$ cat config.mk
export PLATFORM = sky130hd
export DESIGN_NAME = iyt_cordic_chain
export DESIGN_NICKNAME = d
export VERILOG_FILES = /design/src/sv/imu_yaw_tilt_estimator_macros.svh /design/src/sv/iyt_pkg.sv /design/src/sv/iyt_cordic_cell.sv /design/src/sv/iyt_cordic_chain.sv
export SDC_FILE = /design/constraint.sdc
export NUM_CORES = 2
export LEC_CHECK = 0
export BUFFER_PORTS_ARGS = -buffer_cell sky130_fd_sc_hd__clkbuf_2
export CORE_ASPECT_RATIO = 0.6
export CORE_MARGIN = 1
export CORE_UTILIZATION = 45
export DETAILED_ROUTE_END_ITERATION = 7
export PLACE_DENSITY_LB_ADDON = 0.1
export SYNTH_ARGS = -nofsm -noshare
export SYNTH_HDL_FRONTEND = slang
export SYNTH_SLANG_ARGS = --single-unit
$ cat constraint.sdc
create_clock -name i_clk -period 14.2 [get_ports i_clk]
set_clock_uncertainty 0.1 [all_clocks]
set_input_delay 0.71 -clock i_clk [delete_from_list [all_inputs] [get_ports i_clk]]
set_output_delay 0.71 -clock i_clk [all_outputs]
set_load 0.05 [all_outputs]
$ cat src/sv/imu_yaw_tilt_estimator_macros.svh
// Assertion macros for the IMU yaw and tilt estimator.
// Expects i_clk and i_rst_n in the scope of every use.
`ifndef IMU_YAW_TILT_ESTIMATOR_MACROS_SVH
`define IMU_YAW_TILT_ESTIMATOR_MACROS_SVH

// Same-cycle implication, checked outside reset
`define IYT_ASSERT_IMP(lbl, ante, cons) \
    lbl: assert property (@(posedge i_clk) disable iff (!i_rst_n) (ante) |-> (cons)) \
        else $error("iyt: same-cycle check failed");

// Next-cycle implication, checked outside reset
`define IYT_ASSERT_NXT(lbl, ante, cons) \
    lbl: assert property (@(posedge i_clk) disable iff (!i_rst_n) (ante) |=> (cons)) \
        else $error("iyt: next-cycle check failed");

`endif

$ cat src/sv/iyt_pkg.sv
// Shared constants, types and CORDIC helpers of the IMU yaw and tilt estimator.
// No dependencies; every other file but the macro header imports it.
`default_nettype none

package iyt_pkg;

    localparam int CALIB_SAMPLES = 500;
    localparam int CORDIC_STEPS  = 16;

    localparam int DB_W          = 15;
    localparam logic [DB_W-1:0] DEADBAND_RST = 15'd61;
    localparam int CNT_W         = 13;
    localparam int BSUM_W        = 28;

    localparam logic [16:0] YAW_K    = 17'd120158;
    localparam logic [15:0] INV_GAIN = 16'd39797;

    // CORDIC datapath widths: x/y carry inputs scaled by 256 plus gain growth
    localparam int CW     = 28;
    localparam int ZW     = 27;
    localparam int STEP_W = 5;
    localparam int TAB_N  = 24;

    // Reciprocal of the calibration length for the bias mean
    localparam int REC_SH = 37;
    localparam longint unsigned REC =
        ((64'd1 << REC_SH) + 64'(CALIB_SAMPLES) - 64'd1) / 64'(CALIB_SAMPLES);
    localparam int REC_W  = $clog2(REC + 1);
    localparam int CALX_W = 28;
    localparam int QE_W   = 17;

    localparam logic signed [ZW-1:0] Z_HALF = ZW'(180 * 65536);

    localparam logic signed [ZW-1:0] ATAN_TAB [TAB_N] = '{
        27'sd2949120, 27'sd1740967, 27'sd919879, 27'sd466945, 27'sd234379,
        27'sd117266, 27'sd58666, 27'sd29335, 27'sd14668, 27'sd7334,
        27'sd3667, 27'sd1833, 27'sd917, 27'sd458, 27'sd229, 27'sd115,
        27'sd57, 27'sd29, 27'sd14, 27'sd7, 27'sd4, 27'sd2, 27'sd1, 27'sd0
    };

    typedef enum logic [1:0] {
        CMD_CALIB     = 2'd0,
        CMD_UPDATE    = 2'd1,
        CMD_YAW_RESET = 2'd2
    } t_cmd;

    typedef enum logic [3:0] {
        S_IDLE,
        S_U_P,
        S_U_LO,
        S_U_HI,
        S_U_ACC,
        S_ROLL_WAIT,
        S_MAG,
        S_PITCH_GO,
        S_PITCH_WAIT,
        S_CAL_MUL,
        S_CAL_FIX,
        S_DONE
    } t_state;

    typedef struct packed {
        logic                 v;
        logic                 zero;
        logic signed [CW-1:0] x;
        logic signed [CW-1:0] y;
        logic signed [ZW-1:0] z;
    } t_cordic_beat;

    function automatic logic signed [ZW-1:0] atan_at(input logic [STEP_W-1:0] i);
        logic signed [ZW-1:0] a;
        a = '0;
        if (i < STEP_W'(TAB_N)) begin
            a = ATAN_TAB[i];
        end
        return a;
    endfunction

    // Fold the left half-plane onto the right and flag the zero vector
    function automatic t_cordic_beat cordic_pre(input logic signed [CW-1:0] x,
                                               input logic signed [CW-1:0] y);
        t_cordic_beat b;
        b.v    = 1'b1;
        b.zero = (x == '0) && (y == '0);
        b.x    = x;
        b.y    = y;
        b.z    = '0;
        if (x < 0) begin
            b.z = (y >= 0) ? Z_HALF : -Z_HALF;
            b.x = -x;
            b.y = -y;
        end
        return b;
    endfunction

endpackage

`default_nettype wire

$ cat src/sv/iyt_cordic_cell.sv
// One vectoring CORDIC micro-rotation, registered; its step index comes in as a port.
// Depends on iyt_pkg for the beat type and arctangent table.
`default_nettype none

module iyt_cordic_cell import iyt_pkg::*; (
    input  wire logic              i_clk,
    input  wire logic              i_rst_n,
    input  wire logic [STEP_W-1:0] i_step,
    input  wire t_cordic_beat      i_d,
    output t_cordic_beat           o_d
);

    logic signed [CW-1:0] w_xs;
    logic signed [CW-1:0] w_ys;
    t_cordic_beat         n_d;
    t_cordic_beat         r_d;

    // Rotate towards the x axis by the step's angle
    always_comb begin
        w_xs = i_d.x >>> i_step;
        w_ys = i_d.y >>> i_step;
        n_d  = i_d;
        if (i_d.y > 0) begin
            n_d.x = i_d.x + w_ys;
            n_d.y = i_d.y - w_xs;
            n_d.z = i_d.z + atan_at(i_step);
        end else begin
            n_d.x = i_d.x - w_ys;
            n_d.y = i_d.y + w_xs;
            n_d.z = i_d.z - atan_at(i_step);
        end
    end

    // Hand the beat on; reset drops only the valid flag
    always_ff @(posedge i_clk) begin
        if (!i_rst_n) begin
            r_d.v <= 1'b0;
        end else begin
            r_d <= n_d;
        end
    end

    assign o_d = r_d;

endmodule

`default_nettype wire

$ cat src/sv/iyt_cordic_chain.sv
// Row of CORDIC_STEPS cordic cells, one beat per cycle moving down the row.
// Depends on iyt_pkg and iyt_cordic_cell.
`default_nettype none

module iyt_cordic_chain import iyt_pkg::*; (
    input  wire logic         i_clk,
    input  wire logic         i_rst_n,
    input  wire t_cordic_beat i_d,
    output t_cordic_beat      o_d
);

    t_cordic_beat w_link [CORDIC_STEPS+1];

    assign w_link[0] = i_d;

    for (genvar g = 0; g < CORDIC_STEPS; g++) begin : g_cell
        iyt_cordic_cell u_cell (
            .i_clk  (i_clk),
            .i_rst_n(i_rst_n),
            .i_step (STEP_W'(g)),
            .i_d    (w_link[g]),
            .o_d    (w_link[g+1])
        );
    end

    assign o_d = w_link[CORDIC_STEPS];

endmodule

`default_nettype wire

==> Word-level counts from Yosys, hierarchy flattened <==
Index checks and enable logic that the tools add are counted.
W data, S select, Z words.
{ "classes": {"mux": 48, "magnitude_cmp": 16, "add_sub_neg": 95} }
{ "op_table": {"columns": ["op", "n"], "rows": [
  ["$mux W83", 16],
  ["$mux W27", 32],
  ["$gt A28 B1 Y1 const B", 16],
  ["$add A27 B27 Y27", 16],
  ["$sub A27 B27 Y27", 16],
  ["$add A28 B13 Y28", 2],
  ["$add A28 B14 Y28", 2],
  ["$add A28 B15 Y28", 2],
  ["$add A28 B16 Y28", 2],
  ["$add A28 B17 Y28", 2],
  ["$add A28 B18 Y28", 2],
  ["$add A28 B19 Y28", 2],
  ["$add A28 B20 Y28", 2],
  ["$add A28 B21 Y28", 2],
  ["$add A28 B22 Y28", 2],
  ["$add A28 B23 Y28", 2],
  ["$add A28 B24 Y28", 2],
  ["$add A28 B25 Y28", 2],
  ["$add A28 B26 Y28", 2],
  ["$add A28 B27 Y28", 2],
  ["$sub A28 B13 Y28", 2],
  ["$sub A28 B14 Y28", 2],
  ["$sub A28 B15 Y28", 2],
  ["$sub A28 B16 Y28", 2],
  ["13 further kinds", 25]
]} }
{ "word_totals": {"in_bits": 87, "elab_cells": 239, "regBits": 1360, "output_inout_bits": 85} }

==> Longest topological paths before layout <==
{ "depth": {"ltp_word": 4, "mapped_depth": 24, "ltp_nobuf": 22} }

==> By module <==
Synthesis repeated with hierarchy kept, for this count alone.
{ "unflattened": {"cells_unflattened": 21929, "hier_area_um2": 197471.9} }
{ "modules_own_cells": {"columns": ["mod", "cells_each", "area_each_um2", "seq_area_each_um2", "n_inst"], "rows": [
  ["iyt_cordic_cell at g_cell[13].u_cell ...", 1366, 12334.3, 2542.4, 6],
  ["iyt_cordic_cell at g_cell[5].u_cell ...", 1378, 12369.4, 2542.4, 3],
  ["iyt_cordic_cell at g_cell[10].u_cell", 1414, 12864.8, 2542.4, 1],
  ["iyt_cordic_cell at g_cell[12].u_cell", 1420, 12695.9, 2542.4, 1],
  ["iyt_cordic_cell at g_cell[4].u_cell", 1375, 12454.4, 2542.4, 1],
  ["iyt_cordic_cell at g_cell[11].u_cell", 1389, 12310.6, 2542.4, 1],
  ["iyt_cordic_cell at g_cell[0].u_cell", 1325, 12099.1, 2542.4, 1],
  ["iyt_cordic_cell at g_cell[9].u_cell", 1343, 11989.0, 2542.4, 1],
  ["iyt_cordic_cell at g_cell[7].u_cell", 1331, 11936.4, 2542.4, 1],
  ["iyt_cordic_chain", 2, 7.5, 0.0, 1]
]} }

==> Worst setup path before layout <==
OpenSTA, ideal clock, no wires.
{ "synth_path": {"kind": "reg2reg", "start": "register g_cell[12].u_cell.r_d (netlist bit g_cell[12].u_cell.o_d[45])", "end": "register g_cell[13].u_cell.r_d (netlist bit g_cell[13].u_cell.o_d[53]) (data pin)", "required_time_ns": 13.905, "stages_incl_launch_ff": 24, "setup_slack_ns": 8.530, "arrival_time_ns": 5.375, "cell_sequence": "edfxtp_1 nor3_1 nand2_1 nor4_1 nand2_1 nor4_2 nand4_2 nor2b_1 buf_2 inv_2 buf_2 nor2_1 xor2_1 ha_1 a21o_1 a21boi_0 o211a_1 o21ai_0 a211oi_1 o31ai_1 a41o_1 o21ai_0 o211a_1 o311ai_0"} }
{ "synth_lines": {"columns": ["element", "line_no", "text"], "rows": [
  ["start, declared", "iyt_cordic_cell.sv:16", "t_cordic_beat r_d;"],
  ["start signal, assigned", "iyt_cordic_cell.sv:39", "r_d <= n_d;"],
  ["end signal, assigned", "iyt_cordic_cell.sv:39", null],
  ["end, declared", "iyt_cordic_cell.sv:16", null]
]} }

==> flow_summary.json <==
{
  "fin_tns_setup_ps": 0,
  "synth_seq_cells": 1359,
  "max-cap-violations": 1,
  "largest_reg_flops": 1359,
  "avgSynthCellArea_um2": 9.76,
  "drv_slew": 10,
  "ys_types": 94,
  "dp_hpwl_um": 265000,
  "gr-total-overflow": 0,
  "place_inst": 14800,
  "cp.arrival_ps": 8300,
  "start_kind": "flop",
  "cp_max_fo": 20,
  "htreeDepth": 4,
  "wirelength_um": 333000,
  "vias": 90100,
  "critical_path.max_stage_delay_ps": 1150,
  "portBuffers": 171,
  "critPathCaptureType": "flop",
  "place_area_mm2": 0.117,
  "drtIter0Drc": 9227,
  "nNetsFinal": 13100,
  "drive_gt1_share_pct": 5.14,
  "pin_count": 172,
  "synth_top_area_share_pct": 36.0,
  "dr.pass1.iters": 8,
  "cts_root_buf": "clkbuf_16",
  "clockBufferDepth": 4,
  "diodes": 0,
  "synthTopCellsByArea": "edfxtp_1 36%, ha_1 15%, xnor2_1 8.7%",
  "hold_start": "i_d[17]",
  "cts.clk_slew.worst_paths_ps": 60,
  "area_growth_pct": 9.00,
  "status": "complete, but fails checks",
  "layout_min_cycle_time_ps": 7820,
  "track_usage_pct": 25.9,
  "synth-async-reset-ratio_pct": 0,
  "cp_top_family": "compound AO/OA/AOI/OAI gates",
  "die_h_um": 388,
  "hold_viol_final": 0,
  "clock_sinks": 1359,
  "crit_chain": "nor2_1, nand2_1, nor3_1, and3_1, a21oi_2, buf_4, clkinv_1, nor2_1, xnor2_1, ha_1, a21o_1, a21oi_1, o21ai_0, a211oi_1, o21ai_0, o2111a_1, o21ai_0, o21ai_0, a211oi_1, xnor2_1",
  "setup_viol": 0,
  "syn_nets": 12900,
  "synth_area_mm2": 0.112,
  "fin_crit_sh_pct": 55.1,
  "antenna_left": 0,
  "post-route-drc-count": 0,
  "antenna_found_initial": 11,
  "cp_slowest_cell": "nor3_1",
  "crit_path_start": "g_cell[14].u_cell.o_d[48]$_DFFE_PP_",
  "grt_pass1_wl_um": 510000,
  "coreArea_mm2": 0.247,
  "ys_warn_count": 0,
  "rsz0062_at_grt": "false",
  "ctsResizeCount": 0,
  "synthCells": 11500,
  "cp_num_buf_inv": 2,
  "synth_edf_count": 1343,
  "insertion_delay_ps": 840,
  "final_cells": 15100,
  "row_count": 141,
  "wire_per_inst_um": 22.0,
  "crit_type": "reg -> reg",
  "hp-class": "in -> reg",
  "fmax_ghz": 0.128,
  "rr_startpoint": "g_cell[14].u_cell.o_d[48]$_DFFE_PP_",
  "postCtsSetupBuffers": 0,
  "die_w_um": 646,
  "yosysSeqAreaShare_pct": 36.3,
  "tightest_slew_ps": 1520,
  "start_util_pct": 45.4,
  "final_cell_area_mm2": 0.122,
  "dieArea_mm2": 0.251,
  "fill_cells": 22700,
  "slew_headroom_pct": -2.37,
  "place_congestion": 0.940,
  "grt_pass1_vias": 84200,
  "synth_top_cell_by_area": "edfxtp_1",
  "critPathMostFrequentCell": "o21ai_0",
  "cts_tree": "done",
  "synth_ff_type": "edfxtp_1",
  "viasPerCell": 5.97,
  "grt_max_degree": 204,
  "worstPathRequired_ps": 14680,
  "violations": "max-capacitance violations, max-slew violations",
  "cts_made_buffers": 159
}
[cell usage after synthesis (20+ instances only)]
| cell | n |
|---|---|
| nor2b_1 | 161 |
| nand3_1 | 188 |
| a221o_1 | 20 |
| o21bai_1 | 164 |
| a2111oi_0 | 24 |
| or2_2 | 54 |
| and2_1 | 74 |
| xnor2_1 | 1118 |
| o41ai_1 | 59 |
| o2111ai_1 | 24 |
| or3_1 | 74 |
| ha_1 | 1300 |
| nor2_1 | 833 |
| clkbuf_1 | 131 |
| o21ai_0 | 717 |
| nand3b_1 | 24 |
| inv_1 | 470 |
| nand4_1 | 83 |
| o21a_1 | 186 |
| a31o_2 | 30 |
| or4_1 | 62 |
| a21o_1 | 538 |
| o31a_1 | 21 |
| nor3_1 | 214 |
| a21oi_1 | 1127 |
| a221oi_1 | 31 |
| mux2i_1 | 29 |
| o31ai_1 | 138 |
| a31oi_1 | 122 |
| a211oi_1 | 87 |
| nand2b_1 | 180 |
| nor4_1 | 93 |
| fa_1 | 49 |
| and3_1 | 101 |
| nand2_1 | 635 |
| xor2_1 | 556 |
| edfxtp_1 | 1343 |
| a21boi_0 | 27 |
| a211o_1 | 24 |
| o211ai_1 | 49 |
[layout make-up]
| type | count | area [um2] | area share (%) |
|---|---|---|---|
| multi-input cells | 9458 | 68900 | 56.5 |
| flip-flops and latches | 1359 | 40600 | 33.3 |
| clock buffers | 190 | 4200 | 3.44 |
| well taps | 3289 | 4120 | 3.37 |
| inverters | 484 | 1820 | 1.49 |
| repair buffers | 242 | 1490 | 1.22 |
| clock inverters | 87 | 847 | 0.694 |
[path summary, 6_finish.rpt]
check                                        endpoint  slack [ps]  cells after the start
setup reg to reg  g_cell[15].u_cell.o_d[81]$_DFFE_PP_        6380                     20
setup / recovery  g_cell[15].u_cell.o_d[81]$_DFFE_PP_        6380                     20
hold reg to reg     g_cell[9].u_cell.o_d[0]$_DFFE_PP_         320                      0
hold / removal     g_cell[0].u_cell.o_d[17]$_DFFE_PP_         190                      2
[per-layer routing]
layer	track usage, %	share of wire, %	up-vias
met4	3.73	1.3	4
met5	0	0.0054	-
met3	5.80	9.3	296
met1	44.9	55	43500
met2	31.3	34	3118
li1	-	-	43200
[per-stage QoR]
step / utilization (%) / hold slack, ps / worst slack, ps
6_report: 49.5 / 187 / 6380
5_1_grt: 49.5 / 171 / 6070
4_1_cts: 49.5 / 129 / 6880
3_5_place_dp: 47.3 / 305 / 6920
3_3_place_gp: 47.3 / 305 / 7030
2_1_floorplan: - / 300 / 8530
[cell usage in the layout, fill, tap and decap left out, types with 54 or more instances in the layout]
master,n
nor4_1,92
xnor2_1,1118
o21a_1,186
edfxtp_1,1343
a31oi_1,119
nand2_1,635
a21oi_1,1124
xor2_1,556
clkbuf_16,164
or3_1,74
or4_1,62
nand4_1,83
o21bai_1,164
and2_1,74
and3_1,101
o41ai_1,59
clkbuf_2,170
or2_2,54
o31ai_1,138
ha_1,1300
inv_1,468
nor2_1,831
nor3_1,214
nand2b_1,180
o21ai_0,717
a211oi_1,87
nor2b_1,156
a21o_1,538
nand3_1,188
[worst reg2reg max path, cell delays in order, from the launching register on]
cell and delay [ps]:
edfxtp_1 500, nor2_1 220, nand2_1 100, nor3_1 1150
and3_1 440, a21oi_2 80, buf_4 270, clkinv_1 370
nor2_1 110, xnor2_1 350, ha_1 350, a21o_1 200
a21oi_1 270, o21ai_0 280, a211oi_1 1020, o21ai_0 410
o2111a_1 360, o21ai_0 250, o21ai_0 260, a211oi_1 350
xnor2_1 130
[cells by family after synthesis]
group,synth area share [%]
compound gates,20.0
xor+xnor,13.1
mux,0.430
fa+ha+maj,15.4
simple gates,12.5
flops,36.3
buf+inv,2.23
[repair_timing]
item | 4_1_cts | 5_1_grt
hold buffers | 19 | 0
hold endpoints to repair | 19 | 0
setup endpoints to repair | 0 | 0
Power is left out: the tool's default activity adds up to more than one toggle a clock period on the data nets, which glitch-free logic cannot reach.
